## src/lru_key_value_cache_defines.svh

```systemverilog
// assertion macros shared by the lru key-value cache rtl
`ifndef LRU_KEY_VALUE_CACHE_DEFINES_SVH
`define LRU_KEY_VALUE_CACHE_DEFINES_SVH

`ifndef SYNTHESIS
`define LKV_ASSERT(lbl, clk, rst_n, prop) \
	lbl: assert property (@(posedge clk) disable iff (!rst_n) prop) \
		else $error("lru cache check failed");
`define LKV_NEVER(lbl, clk, rst_n, cond) \
	`LKV_ASSERT(lbl, clk, rst_n, !(cond))
`else
`define LKV_ASSERT(lbl, clk, rst_n, prop)
`define LKV_NEVER(lbl, clk, rst_n, cond)
`endif

`endif

```

## src/lkv_pkg.sv

```systemverilog
// types and constants of the lru key-value cache
package lkv_pkg;

	localparam int DATA_W = 32;
	localparam int CAP_W = 5;
	localparam int ADDR_W = 3;
	localparam int REG_IDX_W = ADDR_W - 2;

	localparam logic [REG_IDX_W-1:0] REG_CAPACITY = '0;
	localparam logic [CAP_W-1:0] CAP_RESET = 5'd16;
	localparam logic [DATA_W-1:0] READ_MISS = 32'hFFFF_FFFF;

	typedef enum logic {
		OP_GET = 1'b0,
		OP_PUT = 1'b1
	} opcode_t;

	typedef struct packed {
		opcode_t opcode;
		logic signed [DATA_W-1:0] lookup_key;
		logic signed [DATA_W-1:0] store_value;
	} req_t;

	typedef struct packed {
		logic hit;
		logic signed [DATA_W-1:0] read_value;
		logic evicted;
		logic signed [DATA_W-1:0] evicted_key;
	} rsp_t;

endpackage

```

## src/lkv_if.sv

```systemverilog
// request and result channels of the lru key-value cache
interface lkv_req_if;
	logic valid;
	logic ready;
	logic opcode;
	logic signed [31:0] lookup_key;
	logic signed [31:0] store_value;

	modport source(output valid, opcode, lookup_key, store_value, input ready);
	modport sink(input valid, opcode, lookup_key, store_value, output ready);
endinterface

interface lkv_rsp_if;
	logic valid;
	logic ready;
	logic hit;
	logic signed [31:0] read_value;
	logic evicted;
	logic signed [31:0] evicted_key;

	modport source(output valid, hit, read_value, evicted, evicted_key, input ready);
	modport sink(input valid, hit, read_value, evicted, evicted_key, output ready);
endinterface

```

## src/lkv_cfg.sv

```systemverilog
// apb register block holding the capacity register
module lkv_cfg
	import lkv_pkg::*;
(
	input  logic              clk,
	input  logic              arst_n,
	input  logic              psel,
	input  logic              penable,
	input  logic              pwrite,
	input  logic [ADDR_W-1:0] paddr,
	input  logic [31:0]       pwdata,
	output logic [31:0]       prdata,
	output logic              pready,
	output logic [CAP_W-1:0]  capacity
);

	logic [CAP_W-1:0] capacity_q;
	logic             sel_cap;

	assign pready   = 1'b1;
	assign sel_cap  = paddr[ADDR_W-1:2] == REG_CAPACITY;
	assign capacity = capacity_q;
	assign prdata   = sel_cap ? 32'(capacity_q) : '0;

	always_ff @(posedge clk or negedge arst_n) begin
		if (!arst_n) begin
			capacity_q <= CAP_RESET;
		end else if (psel && penable && pwrite && pready && sel_cap) begin
			capacity_q <= pwdata[CAP_W-1:0];
		end
	end

endmodule

```

## src/lkv_table.sv

```systemverilog
// entry table: parallel key match, lru ranks and per-request update
`include "lru_key_value_cache_defines.svh"

module lkv_table
	import lkv_pkg::*;
#(
	parameter int ENTRIES  = 16,
	parameter int KEY_BITS = 32
) (
	input  logic             clk,
	input  logic             arst_n,
	input  logic             commit,
	input  req_t             req,
	input  logic [CAP_W-1:0] capacity,
	output rsp_t             rsp
);

	localparam int RANK_W = (ENTRIES > 1) ? $clog2(ENTRIES) : 1;
	localparam int CNT_W  = $clog2(ENTRIES + 1);
	localparam int CMP_W  = (CNT_W > CAP_W) ? CNT_W : CAP_W;
	localparam int KIN_W  = (KEY_BITS < DATA_W) ? KEY_BITS : DATA_W;

	logic [KEY_BITS-1:0] key_q   [ENTRIES];
	logic [DATA_W-1:0]   value_q [ENTRIES];
	logic [RANK_W-1:0]   rank_q  [ENTRIES];
	logic [ENTRIES-1:0]  valid_q;
	logic [CNT_W-1:0]    count_q;

	logic [KEY_BITS-1:0] req_key;
	logic                is_put;
	logic [ENTRIES-1:0]  found_oh;
	logic [ENTRIES-1:0]  victim_oh;
	logic [ENTRIES-1:0]  free_oh;
	logic [ENTRIES-1:0]  slot_oh;
	logic [ENTRIES-1:0]  age;
	logic                hit;
	logic                evict;
	logic                insert;
	logic                update;
	logic [CNT_W-1:0]    count_m1;
	logic [CMP_W-1:0]    cap_eff;
	logic [DATA_W-1:0]   found_value;
	logic [KEY_BITS-1:0] victim_key;
	logic [RANK_W-1:0]   slot_rank;
	logic [DATA_W-1:0]   victim_key_out;

	assign req_key  = KEY_BITS'(req.lookup_key[KIN_W-1:0]);
	assign is_put   = req.opcode == OP_PUT;
	assign count_m1 = count_q - CNT_W'(1);
	assign cap_eff  = (capacity == '0) ? CMP_W'(1) : CMP_W'(capacity);

	// the least recent valid entry always holds rank count-1
	always_comb begin
		for (int i = 0; i < ENTRIES; i++) begin
			found_oh[i]  = valid_q[i] && (key_q[i] == req_key);
			victim_oh[i] = valid_q[i] && (rank_q[i] == count_m1[RANK_W-1:0]);
		end
	end

	// lowest free slot
	assign free_oh = ~valid_q & (valid_q + ENTRIES'(1));

	assign hit    = |found_oh;
	assign evict  = is_put && !hit &&
		((CMP_W'(count_q) >= cap_eff) || (count_q == CNT_W'(ENTRIES)));
	assign insert = is_put && !hit && !evict;
	assign update = hit || is_put;
	assign slot_oh = hit ? found_oh : (evict ? victim_oh : free_oh);

	always_comb begin
		found_value = '0;
		victim_key  = '0;
		slot_rank   = '0;
		for (int i = 0; i < ENTRIES; i++) begin
			if (found_oh[i]) begin
				found_value = found_value | value_q[i];
			end
			if (victim_oh[i]) begin
				victim_key = victim_key | key_q[i];
			end
			if (slot_oh[i]) begin
				slot_rank = slot_rank | rank_q[i];
			end
		end
	end

	// every valid entry more recent than the promoted one ages by one
	always_comb begin
		for (int i = 0; i < ENTRIES; i++) begin
			age[i] = update && valid_q[i] && !slot_oh[i] && (insert || (rank_q[i] < slot_rank));
		end
	end

	// evicted key sign-extended from the stored key width
	for (genvar b = 0; b < DATA_W; b++) begin : g_key_out
		if (b < KEY_BITS) begin : g_bit
			assign victim_key_out[b] = victim_key[b];
		end else begin : g_ext
			assign victim_key_out[b] = victim_key[KEY_BITS-1];
		end
	end

	always_comb begin
		rsp.hit         = hit;
		rsp.evicted     = evict;
		rsp.evicted_key = evict ? $signed(victim_key_out) : '0;
		if (is_put) begin
			rsp.read_value = '0;
		end else if (hit) begin
			rsp.read_value = $signed(found_value);
		end else begin
			rsp.read_value = $signed(READ_MISS);
		end
	end

	always_ff @(posedge clk) begin
		if (commit) begin
			for (int i = 0; i < ENTRIES; i++) begin
				if (is_put && slot_oh[i]) begin
					key_q[i]   <= req_key;
					value_q[i] <= req.store_value;
				end
				if (update && slot_oh[i]) begin
					rank_q[i] <= '0;
				end else if (age[i]) begin
					rank_q[i] <= rank_q[i] + RANK_W'(1);
				end
			end
		end
	end

	always_ff @(posedge clk or negedge arst_n) begin
		if (!arst_n) begin
			valid_q <= '0;
			count_q <= '0;
		end else if (commit && insert) begin
			valid_q <= valid_q | free_oh;
			count_q <= count_q + CNT_W'(1);
		end
	end

	`LKV_ASSERT(a_count_matches_valid, clk, arst_n, ($countones(valid_q) == int'(count_q)))
	`LKV_ASSERT(a_single_match, clk, arst_n, $onehot0(found_oh))
	`LKV_ASSERT(a_evict_keeps_count, clk, arst_n, (commit && evict |=> $stable(count_q)))
	`LKV_NEVER(a_evict_no_victim, clk, arst_n, (commit && evict && !$onehot(victim_oh)))

endmodule

```

## src/lru_key_value_cache.sv

```systemverilog
// lru key-value cache: request channel, entry table, result register, apb registers
//
// Requests arrive on req (valid/ready): a get (opcode 0) looks up lookup_key,
// a put (opcode 1) stores store_value under lookup_key. Every request gives
// exactly one result on rsp: hit, read_value, evicted and evicted_key.
// Up to ENTRIES pairs are held, fully associative, with least-recently-used
// replacement once the number of valid entries reaches capacity_in_use.
// An accepted request is registered, then matched against all entries in
// parallel; the result and the updated table are written together when the
// request moves on to the result register, which a stalled rsp can delay.
// One request per cycle is sustained while rsp is not stalled; the table update,
// done once per request, sets that rate, as each request sees the table left by
// the one before. When rsp is stalled the result and the next request are held
// and req.ready drops only if a request is already waiting behind the result.
// Reset clears all valid marks and sets capacity_in_use to 16; no clearing pass
// is needed, so a request is accepted right after reset. The capacity register
// is at apb byte address 0; the user writes it only while idle (not enforced).
`include "lru_key_value_cache_defines.svh"

module lru_key_value_cache
	import lkv_pkg::*;
#(
	parameter int ENTRIES  = 16,
	parameter int KEY_BITS = 32
) (
	input  logic              clk,
	input  logic              arst_n,
	lkv_req_if.sink           req,
	lkv_rsp_if.source         rsp,
	input  logic              psel,
	input  logic              penable,
	input  logic              pwrite,
	input  logic [ADDR_W-1:0] paddr,
	input  logic [31:0]       pwdata,
	output logic [31:0]       prdata,
	output logic              pready
);

	logic             valid_s1;
	req_t             req_s1;
	logic             valid_s2;
	rsp_t             rsp_s2;
	rsp_t             rsp_d;
	logic             advance;
	logic [CAP_W-1:0] capacity;

	assign advance   = valid_s1 && (!valid_s2 || rsp.ready);
	assign req.ready = !valid_s1 || advance;

	always_ff @(posedge clk or negedge arst_n) begin
		if (!arst_n) begin
			valid_s1 <= 1'b0;
		end else if (req.ready) begin
			valid_s1 <= req.valid;
		end
	end

	always_ff @(posedge clk) begin
		if (req.valid && req.ready) begin
			req_s1.opcode      <= opcode_t'(req.opcode);
			req_s1.lookup_key  <= req.lookup_key;
			req_s1.store_value <= req.store_value;
		end
	end

	lkv_table #(
		.ENTRIES (ENTRIES),
		.KEY_BITS(KEY_BITS)
	) u_table (
		.clk     (clk),
		.arst_n  (arst_n),
		.commit  (advance),
		.req     (req_s1),
		.capacity(capacity),
		.rsp     (rsp_d)
	);

	always_ff @(posedge clk or negedge arst_n) begin
		if (!arst_n) begin
			valid_s2 <= 1'b0;
		end else if (advance) begin
			valid_s2 <= 1'b1;
		end else if (rsp.ready) begin
			valid_s2 <= 1'b0;
		end
	end

	always_ff @(posedge clk) begin
		if (advance) begin
			rsp_s2 <= rsp_d;
		end
	end

	assign rsp.valid       = valid_s2;
	assign rsp.hit         = rsp_s2.hit;
	assign rsp.read_value  = rsp_s2.read_value;
	assign rsp.evicted     = rsp_s2.evicted;
	assign rsp.evicted_key = rsp_s2.evicted_key;

	lkv_cfg u_cfg (
		.clk     (clk),
		.arst_n  (arst_n),
		.psel    (psel),
		.penable (penable),
		.pwrite  (pwrite),
		.paddr   (paddr),
		.pwdata  (pwdata),
		.prdata  (prdata),
		.pready  (pready),
		.capacity(capacity)
	);

	`LKV_ASSERT(a_advance_fills_out, clk, arst_n, (advance |=> valid_s2))
	`LKV_ASSERT(a_stall_only_when_full, clk, arst_n, (!req.ready |-> (valid_s1 && valid_s2 && !rsp.ready)))
	`LKV_ASSERT(a_waiting_item_kept, clk, arst_n, (valid_s1 && !advance |=> (valid_s1 && $stable(req_s1))))

endmodule

```

## src/flat_wrapper.sv

```systemverilog
// flat-port wrapper written by rule: the top's interface ports become plain ports
module lru_key_value_cache_flat import lkv_pkg::*;
#(
	parameter int ENTRIES  = 16,
	parameter int KEY_BITS = 32
)
  (clk, arst_n, psel, penable, pwrite, paddr, pwdata, prdata, pready, req_valid, req_opcode, req_lookup_key, req_store_value, req_ready, rsp_valid, rsp_hit, rsp_read_value, rsp_evicted, rsp_evicted_key, rsp_ready);
  lkv_req_if req_i ();
  lkv_rsp_if rsp_i ();
  input  logic clk;
  input  logic arst_n;
  input  logic psel;
  input  logic penable;
  input  logic pwrite;
  input  logic [ADDR_W-1:0] paddr;
  input  logic [31:0] pwdata;
  output logic [31:0] prdata;
  output logic pready;
  input wire logic [$bits(req_i.valid)-1:0] req_valid;
  input wire logic [$bits(req_i.opcode)-1:0] req_opcode;
  input wire logic [$bits(req_i.lookup_key)-1:0] req_lookup_key;
  input wire logic [$bits(req_i.store_value)-1:0] req_store_value;
  output wire logic [$bits(req_i.ready)-1:0] req_ready;
  output wire logic [$bits(rsp_i.valid)-1:0] rsp_valid;
  output wire logic [$bits(rsp_i.hit)-1:0] rsp_hit;
  output wire logic [$bits(rsp_i.read_value)-1:0] rsp_read_value;
  output wire logic [$bits(rsp_i.evicted)-1:0] rsp_evicted;
  output wire logic [$bits(rsp_i.evicted_key)-1:0] rsp_evicted_key;
  input wire logic [$bits(rsp_i.ready)-1:0] rsp_ready;
  assign req_i.valid = req_valid;
  assign req_i.opcode = req_opcode;
  assign req_i.lookup_key = req_lookup_key;
  assign req_i.store_value = req_store_value;
  assign req_ready = req_i.ready;
  assign rsp_valid = rsp_i.valid;
  assign rsp_hit = rsp_i.hit;
  assign rsp_read_value = rsp_i.read_value;
  assign rsp_evicted = rsp_i.evicted;
  assign rsp_evicted_key = rsp_i.evicted_key;
  assign rsp_i.ready = rsp_ready;
  lru_key_value_cache #(.ENTRIES(ENTRIES), .KEY_BITS(KEY_BITS)) u_core (.clk(clk), .arst_n(arst_n), .req(req_i), .rsp(rsp_i), .psel(psel), .penable(penable), .pwrite(pwrite), .paddr(paddr), .pwdata(pwdata), .prdata(prdata), .pready(pready));
endmodule
```

## config.mk

```make
export PLATFORM = sky130hd
export DESIGN_NAME = lru_key_value_cache_flat
export DESIGN_NICKNAME = d
export VERILOG_FILES = /design/src/lkv_pkg.sv /design/src/lkv_if.sv /design/src/lkv_cfg.sv /design/src/lkv_table.sv /design/src/lru_key_value_cache.sv /design/src/flat_wrapper.sv
export VERILOG_INCLUDE_DIRS = /design/src /design/src/src
export SDC_FILE = /design/constraint.sdc
export NUM_CORES = 2
export LEC_CHECK = 0
export BUFFER_PORTS_ARGS = -buffer_cell sky130_fd_sc_hd__buf_2
export CELL_PAD_IN_SITES_DETAIL_PLACEMENT = 0
export CELL_PAD_IN_SITES_GLOBAL_PLACEMENT = 1
export CORE_UTILIZATION = 34
export DETAILED_ROUTE_END_ITERATION = 12
export GPL_ROUTABILITY_DRIVEN = 1
export GPL_TIMING_DRIVEN = 0
export PLACE_DENSITY = 0.68
export SLEW_MARGIN = 20
export SYNTH_ARGS = -nofsm -noshare
export SYNTH_HDL_FRONTEND = slang
export SYNTH_SLANG_ARGS = --single-unit
export TNS_END_PERCENT = 10
```

## constraint.sdc

```tcl
create_clock -name clk -period 7.93 [get_ports clk]
set_clock_uncertainty 0.2 [all_clocks]
set_input_delay 0.793 -clock clk [delete_from_list [all_inputs] [get_ports clk]]
set_output_delay 0.793 -clock clk [all_outputs]
set_load 0.02 [all_outputs]
```

Word-level counts from Yosys, hierarchy flattened
Memories as Yosys holds them, arrays and structs flattened. Index checks and enable logic that the tools add are counted.

Add/sub/neg operators: 19. $lt $le $gt $ge: 17. Equality and inequality tests: 33. Multiplexer cells: 231. Bitwise operators: 65. Reductions and logical operators: 164.

Operators with widths (number): $mux W32 (33); $or A32 B32 Y32 (30); $eq A32 B32 Y1 (16); $mux W1 (162); $mux W4 (32); $logic_and A1 B1 Y1 (121); $add A4 B1 Y4 const B (16); $eq A4 B4 Y1 (16); $lt A4 B4 Y1 (16); $or A4 B4 Y4 (15); $mux W16 (2); $logic_not A1 Y1 (20); $logic_or A1 B1 Y1 (20); $add A16 B1 Y16 const B (1); $and A16 B16 Y16 (1); $not A16 Y16 (1); $or A1 B1 Y1 (16); $or A16 B16 Y16 (1); $reduce_or A16 Y1 (1); $mux W5 (2); $add A5 B1 Y5 const B (1); $eq A5 B5 Y1 const B (1); $ge A5 B5 Y1 (1); $logic_not A5 Y1 (1); 3 further kinds (3).

Bits in registers: 159. RAM bits: 1088. Output and inout bits: 101. Logic and storage cells: 544. Memories: 3.

Memory list: u_core.u_table.key_q (words 16, bits a word 32, rd ports 16, clocked after memory_dff 0, wr ports 16, RTL line lkv_table.sv:23) `logic [KEY_BITS-1:0] key_q [ENTRIES];`; u_core.u_table.value_q (words 16, bits a word 32, rd ports 16, clocked after memory_dff 0, wr ports 16, RTL line lkv_table.sv:24) `logic [DATA_W-1:0] value_q [ENTRIES];`; u_core.u_table.rank_q (words 16, bits a word 4, rd ports 16, clocked after memory_dff 0, wr ports 16, RTL line lkv_table.sv:25) `logic [RANK_W-1:0] rank_q [ENTRIES];`.

Depth between registers and ports, before layout
An unclocked memory read counts as a cell.

Depth after elaboration: 48. Depth in mapped cells: 25. Depth with buffers taken out: 22.

Hierarchy
From an unflattened synthesis, not the netlist that was laid out.

Cell total of the unflattened synthesis: 4054. Area total of the unflattened synthesis: 56583.0 µm².

Modules (own cells, without submodules): lkv_table (times used 1, cells an instance 3869, area an instance 52077.4 µm², sequential area each 33196.8 µm²); lru_key_value_cache (times used 1, cells an instance 139, area an instance 4037.6 µm², sequential area each 3983.8 µm²); lkv_cfg (times used 1, cells an instance 46, area an instance 467.9 µm², sequential area each 126.4 µm²).

Worst setup path after synthesis
No wires, ideal clock.

Path type: input to register. Start point: input port rsp_ready. End point: memory u_core.u_table.key_q[9][0] (netlist: u_core.u_table.key_q[1][32]) (enable). Setup time: 0.486 ns. Data arrival time: 6.445 ns. Required time: 7.244 ns. Slack: 0.799 ns. Cell stages on the path: 6. Path through: nand2b_1 > and2_1 > clkbuf_1 > nand2_1 > clkbuf_1 > nor2_1.

RTL lines: start: declaration (RTL line flat_wrapper.sv:29) `input wire logic [$bits(rsp_i.ready)-1:0] rsp_ready;`; end: declaration (RTL line lkv_table.sv:23).

==> impl_metrics.xml <==
<?xml version="1.0" encoding="UTF-8"?>
<metrics>
  <group name="die">
    <metric name="chipHeight" unit="µm">405</metric>
    <metric name="design.die.area" unit="mm²">0.164</metric>
    <metric name="initial_core_util" unit="%">34.3</metric>
    <metric name="core.rowCount" unit="">147</metric>
    <metric name="die_w" unit="µm">405</metric>
    <metric name="io_pins" unit="">208</metric>
    <metric name="core-area" unit="mm²">0.161</metric>
  </group>
  <group name="route">
    <metric name="initialDrtViolationCount" unit="">6826</metric>
    <metric name="drc" unit="">0</metric>
    <metric name="wl" unit="mm">247</metric>
    <metric name="detail-route-antenna-nets" unit="">0</metric>
    <metric name="first_pass_drt_iterations" unit="">8</metric>
    <metric name="detail_route.wl_per_cell" unit="µm">37.7</metric>
    <metric name="drt-vias-per-instance" unit="">6.03</metric>
    <metric name="via_count" unit="">39500</metric>
  </group>
  <group name="timing">
    <metric name="final_max_slew_viol_count" unit="">0</metric>
    <metric name="final.setup.worst_slack" unit="ps">-64.8</metric>
    <metric name="timing_hold_violations_final" unit="">0</metric>
    <metric name="final_min_period_over_clock_period" unit="%">101</metric>
    <metric name="finalWorstPathRequiredPeriod" unit="ps">7990</metric>
    <metric name="tightest_slew" unit="ps">1290</metric>
    <metric name="achievable-frequency" unit="GHz">0.125</metric>
    <metric name="timing.slew.headroom" unit="%">13.0</metric>
    <metric name="report.final.setup_viol" unit="">4</metric>
  </group>
  <group name="global_routing">
    <metric name="grt_pass1_vias" unit="">36100</metric>
    <metric name="global_route.overflow_total" unit="">0</metric>
    <metric name="grt_antenna_before_repair" unit="">22</metric>
    <metric name="grtUsageTotal" unit="%">29.5</metric>
    <metric name="grt_start_max_net_pins" unit="">36</metric>
    <metric name="grt_first_pass_wirelength" unit="mm">325</metric>
  </group>
  <group name="finish">
    <metric name="stdcell_count" unit="">6559</metric>
    <metric name="area.growth.synth_to_final" unit="%">21.2</metric>
    <metric name="nets" unit="">4456</metric>
    <metric name="ratio_of_cells_with_drive_above_1_in_the_final_layout" unit="%">17.2</metric>
    <metric name="postLayoutCellArea" unit="mm²">0.0670</metric>
  </group>
  <group name="run">
    <metric name="max_cap_violations" unit="">0</metric>
  </group>
  <group name="synth">
    <metric name="yosys_warnings" unit="">0</metric>
    <metric name="post-synth-top-area-fraction" unit="%">66.2</metric>
    <metric name="synth-seq-cells" unit="">1247</metric>
    <metric name="synthesis.area" unit="mm²">0.0553</metric>
    <metric name="netlist_top_cells_count" unit="">1219 x sky130_fd_sc_hd__edfxtp_1, 405 x sky130_fd_sc_hd__xor2_1, 342 x sky130_fd_sc_hd__a22oi_1</metric>
    <metric name="post-synth-top-count-cell" unit="">sky130_fd_sc_hd__edfxtp_1</metric>
    <metric name="yosys_most_used_dff" unit="">sky130_fd_sc_hd__edfxtp_1</metric>
    <metric name="synth_cells" unit="">3762</metric>
    <metric name="ys_async_sr_fraction" unit="%">2.25</metric>
    <metric name="synthesis.area_per_instance" unit="µm²">14.7</metric>
    <metric name="synthDominantAreaCellType" unit="">sky130_fd_sc_hd__edfxtp_1</metric>
    <metric name="seq_area_frac_synth" unit="%">67.5</metric>
    <metric name="synth-edff-count" unit="">1219</metric>
    <metric name="synth_area_leaders" unit="">sky130_fd_sc_hd__edfxtp_1 66%, sky130_fd_sc_hd__xor2_1 6.4%, sky130_fd_sc_hd__a22oi_1 4.6%, sky130_fd_sc_hd__xnor2_1 2.9%, sky130_fd_sc_hd__a22o_1 1.7%</metric>
    <metric name="synth.distinct_cells" unit="">84</metric>
  </group>
  <group name="worst_setup_path">
    <metric name="r2r-start" unit="">u_core.req_s1[62]</metric>
    <metric name="arrival" unit="ps">8220</metric>
    <metric name="regToRegSetupSlack" unit="ps">-60</metric>
    <metric name="worstPathRequired" unit="ps">8150</metric>
    <metric name="worst-path-max-fanout" unit="">17</metric>
    <metric name="worstRegToRegCells" unit="">25</metric>
    <metric name="crit_path_end" unit="">u_core.u_table.rank_q[0][13]</metric>
    <metric name="crit_path_start" unit="">u_core.req_s1[62]</metric>
    <metric name="kind_of_capture_point_of_the_worst_setup_path" unit="">register</metric>
    <metric name="timing.critical_path.from_type" unit="">register</metric>
    <metric name="timing.rr.end" unit="">u_core.u_table.rank_q[0][13]</metric>
    <metric name="criticalPathCategory" unit="">register to register</metric>
  </group>
  <group name="cts">
    <metric name="cts_htree_levels" unit="">4</metric>
    <metric name="cts_sinks" unit="">1247</metric>
    <metric name="clk_transition_reported_paths" unit="ps">60</metric>
    <metric name="tritoncts.num_buffers" unit="">139</metric>
    <metric name="cts_tree" unit="">yes</metric>
    <metric name="clkLatencyLatePin" unit="ps">810</metric>
    <metric name="cts.root.buffer_cell" unit="">sky130_fd_sc_hd__clkbuf_16</metric>
    <metric name="cts_buffer_depth" unit="">3</metric>
  </group>
  <group name="run_status">
    <metric name="result_of_the_run" unit="">finished with violations</metric>
    <metric name="failed_checks" unit="">setup timing</metric>
  </group>
  <group name="placed_design">
    <metric name="place_congestion" unit="">1.07</metric>
    <metric name="placed_cell_areas" unit="mm²">0.0615</metric>
    <metric name="hpwl" unit="mm">180</metric>
    <metric name="dp_cells" unit="">6215</metric>
    <metric name="numPortBuffers" unit="">150</metric>
  </group>
  <group name="pwr">
    <metric name="ir_drop" unit="mV">0.218</metric>
    <metric name="power_density" unit="mW/mm²">330</metric>
    <metric name="static-leakage-power" unit="nW">22.8</metric>
  </group>
  <group name="hold_path">
    <metric name="hold_class" unit="">input pin to register</metric>
  </group>
</metrics>
==> metal layers <==
metal  GRT usage, %  vias up  wire length, µm
met4           14.6       12            13600
met1           40.2    20300            98000
met5              0        -               75
li1               -    15800                -
met2           43.5     2922           107000
met3           7.66      548            28900
==> worst min-delay path by stage <==
stage / from / to / slack [ps] / depth (start not counted)
5_1_grt: pwdata[1] / u_core.u_cfg.capacity[1] / 30 / 2
3_3_place_gp: u_core.valid_s1 / u_core.rsp.valid / 260 / 1
3_5_place_dp: u_core.valid_s1 / u_core.rsp.valid / 270 / 1
6_report: pwdata[0] / u_core.u_cfg.capacity[0] / 50 / 2
2_1_floorplan: u_core.valid_s1 / u_core.rsp.valid / 250 / 1
4_1_cts: pwdata[0] / u_core.u_cfg.capacity[0] / 4 / 2
==> layout make-up <==
type                       count  area [µm²]
fill                       14600       93900
sequential                  1247       37300
multi-input combinational   2246       17000
timing repair buffer         349        3860
clock buffer                 173        3650
tap                         2160        2700
buffer                       251        1450
clock inverter                82         825
inverter                      43         161
antenna                        8        20.0
==> repair_timing <==
action	in CTS	in global routing
resized for setup	13	25
buffers inserted	0	20
gates cloned	0	0
setup endpoints to repair	110	60
hold buffers	62	0
pin swaps	0	4
endpoints found under the hold margin	88	0
==> sequential cells by signal (all words and copies together) (netlist names) <==
signal / cells
u_core.u_table.rank_q: 64
u_core.u_table.valid_q: 16
u_core.req_s1: 65
u_core.rsp.hit: 1
u_core.u_table.key_q: 512
u_core.rsp.evicted_key: 32
u_core.u_cfg.capacity: 5
u_core.rsp.valid: 1
u_core.rsp.read_value: 32
u_core.rsp.evicted: 1
u_core.valid_s1: 1
u_core.u_table.count_q: 5
u_core.u_table.value_q: 512
==> per-stage QoR <==
step                power (W)  setup WS, ps  setup TNS (ps)  hold slack [ps]  util [%]
detailed placement     0.0154          -687          -36590              272      38.2
finish                 0.0221         -64.8            -258             47.7      41.6
floorplan              0.0121           799               0              249         -
global route           0.0227         -47.3            -291             28.9      41.6
CTS                    0.0219          4.66               0             4.48      41.4
global placement       0.0150         -7460        -7784890              261      36.6
==> power by group <==
| group | switching, W | internal [W] |
|---|---|---|
| logic | 0.00494 | 0.00247 |
| clock network | 0.00278 | 0.00369 |
| registers | 0.000408 | 0.00779 |
| total | 0.00813 | 0.0140 |
==> cell families after synthesis <==
kind of cell	after synthesis	share of synthesized area (%)
compound gates	763	10.7
xor+xnor	605	9.95
fa+ha+maj	72	1.63
buf+inv	295	2.78
flops	1247	67.5
mux	6	0.122
other cells	2	0.0136
simple gates	772	7.30
==> placed cells by master, fill, tap and decap left out, drive strengths merged, types with 8 or more instances in the layout <==
| cell type | instances |
|---|---|
| o21ai | 53 |
| nand2 | 65 |
| xor2 | 405 |
| a221oi | 108 |
| edfxtp | 1219 |
| clkinv | 54 |
| buf | 413 |
| nand4 | 86 |
| dfrtp | 27 |
| a21o | 35 |
| and3 | 17 |
| a22o | 109 |
| nor3 | 63 |
| ha | 72 |
| a21oi | 24 |
| o21a | 15 |
| inv | 56 |
| o31ai | 11 |
| nor2b | 8 |
| xnor3 | 14 |
| conb | 28 |
| xnor2 | 186 |
| a22oi | 342 |
| bufinv | 12 |
| nand2b | 20 |
| clkbuf | 298 |
| nand3 | 142 |
| or4 | 8 |
| nor3b | 15 |
| nor2 | 213 |
| dlygate4sd3 | 62 |
| nor4 | 106 |
| diode | 8 |
==> worst max-delay path: stages, from the launching register on <==
cell and delay (ps):
sky130_fd_sc_hd__edfxtp_1 710, sky130_fd_sc_hd__buf_4 280, sky130_fd_sc_hd__buf_4 240, sky130_fd_sc_hd__xor2_1 740, sky130_fd_sc_hd__nor3_1 300, sky130_fd_sc_hd__nand3_1 370, sky130_fd_sc_hd__nor3_2 180, sky130_fd_sc_hd__nor4_2 730
sky130_fd_sc_hd__nor3b_4 530, sky130_fd_sc_hd__nand2_1 220, sky130_fd_sc_hd__buf_2 300, sky130_fd_sc_hd__nor2_1 340, sky130_fd_sc_hd__a22oi_1 120, sky130_fd_sc_hd__nand3_1 200, sky130_fd_sc_hd__nor4_2 100, sky130_fd_sc_hd__buf_2 190
sky130_fd_sc_hd__buf_2 200, sky130_fd_sc_hd__buf_2 200, sky130_fd_sc_hd__ha_1 310, sky130_fd_sc_hd__a21o_1 190, sky130_fd_sc_hd__a21o_1 170, sky130_fd_sc_hd__a21oi_1 130, sky130_fd_sc_hd__o21ai_0 90, sky130_fd_sc_hd__nor2_1 180
sky130_fd_sc_hd__o21ai_0 120, sky130_fd_sc_hd__o21ai_0 250
Power figures use the tool's default switching activity.
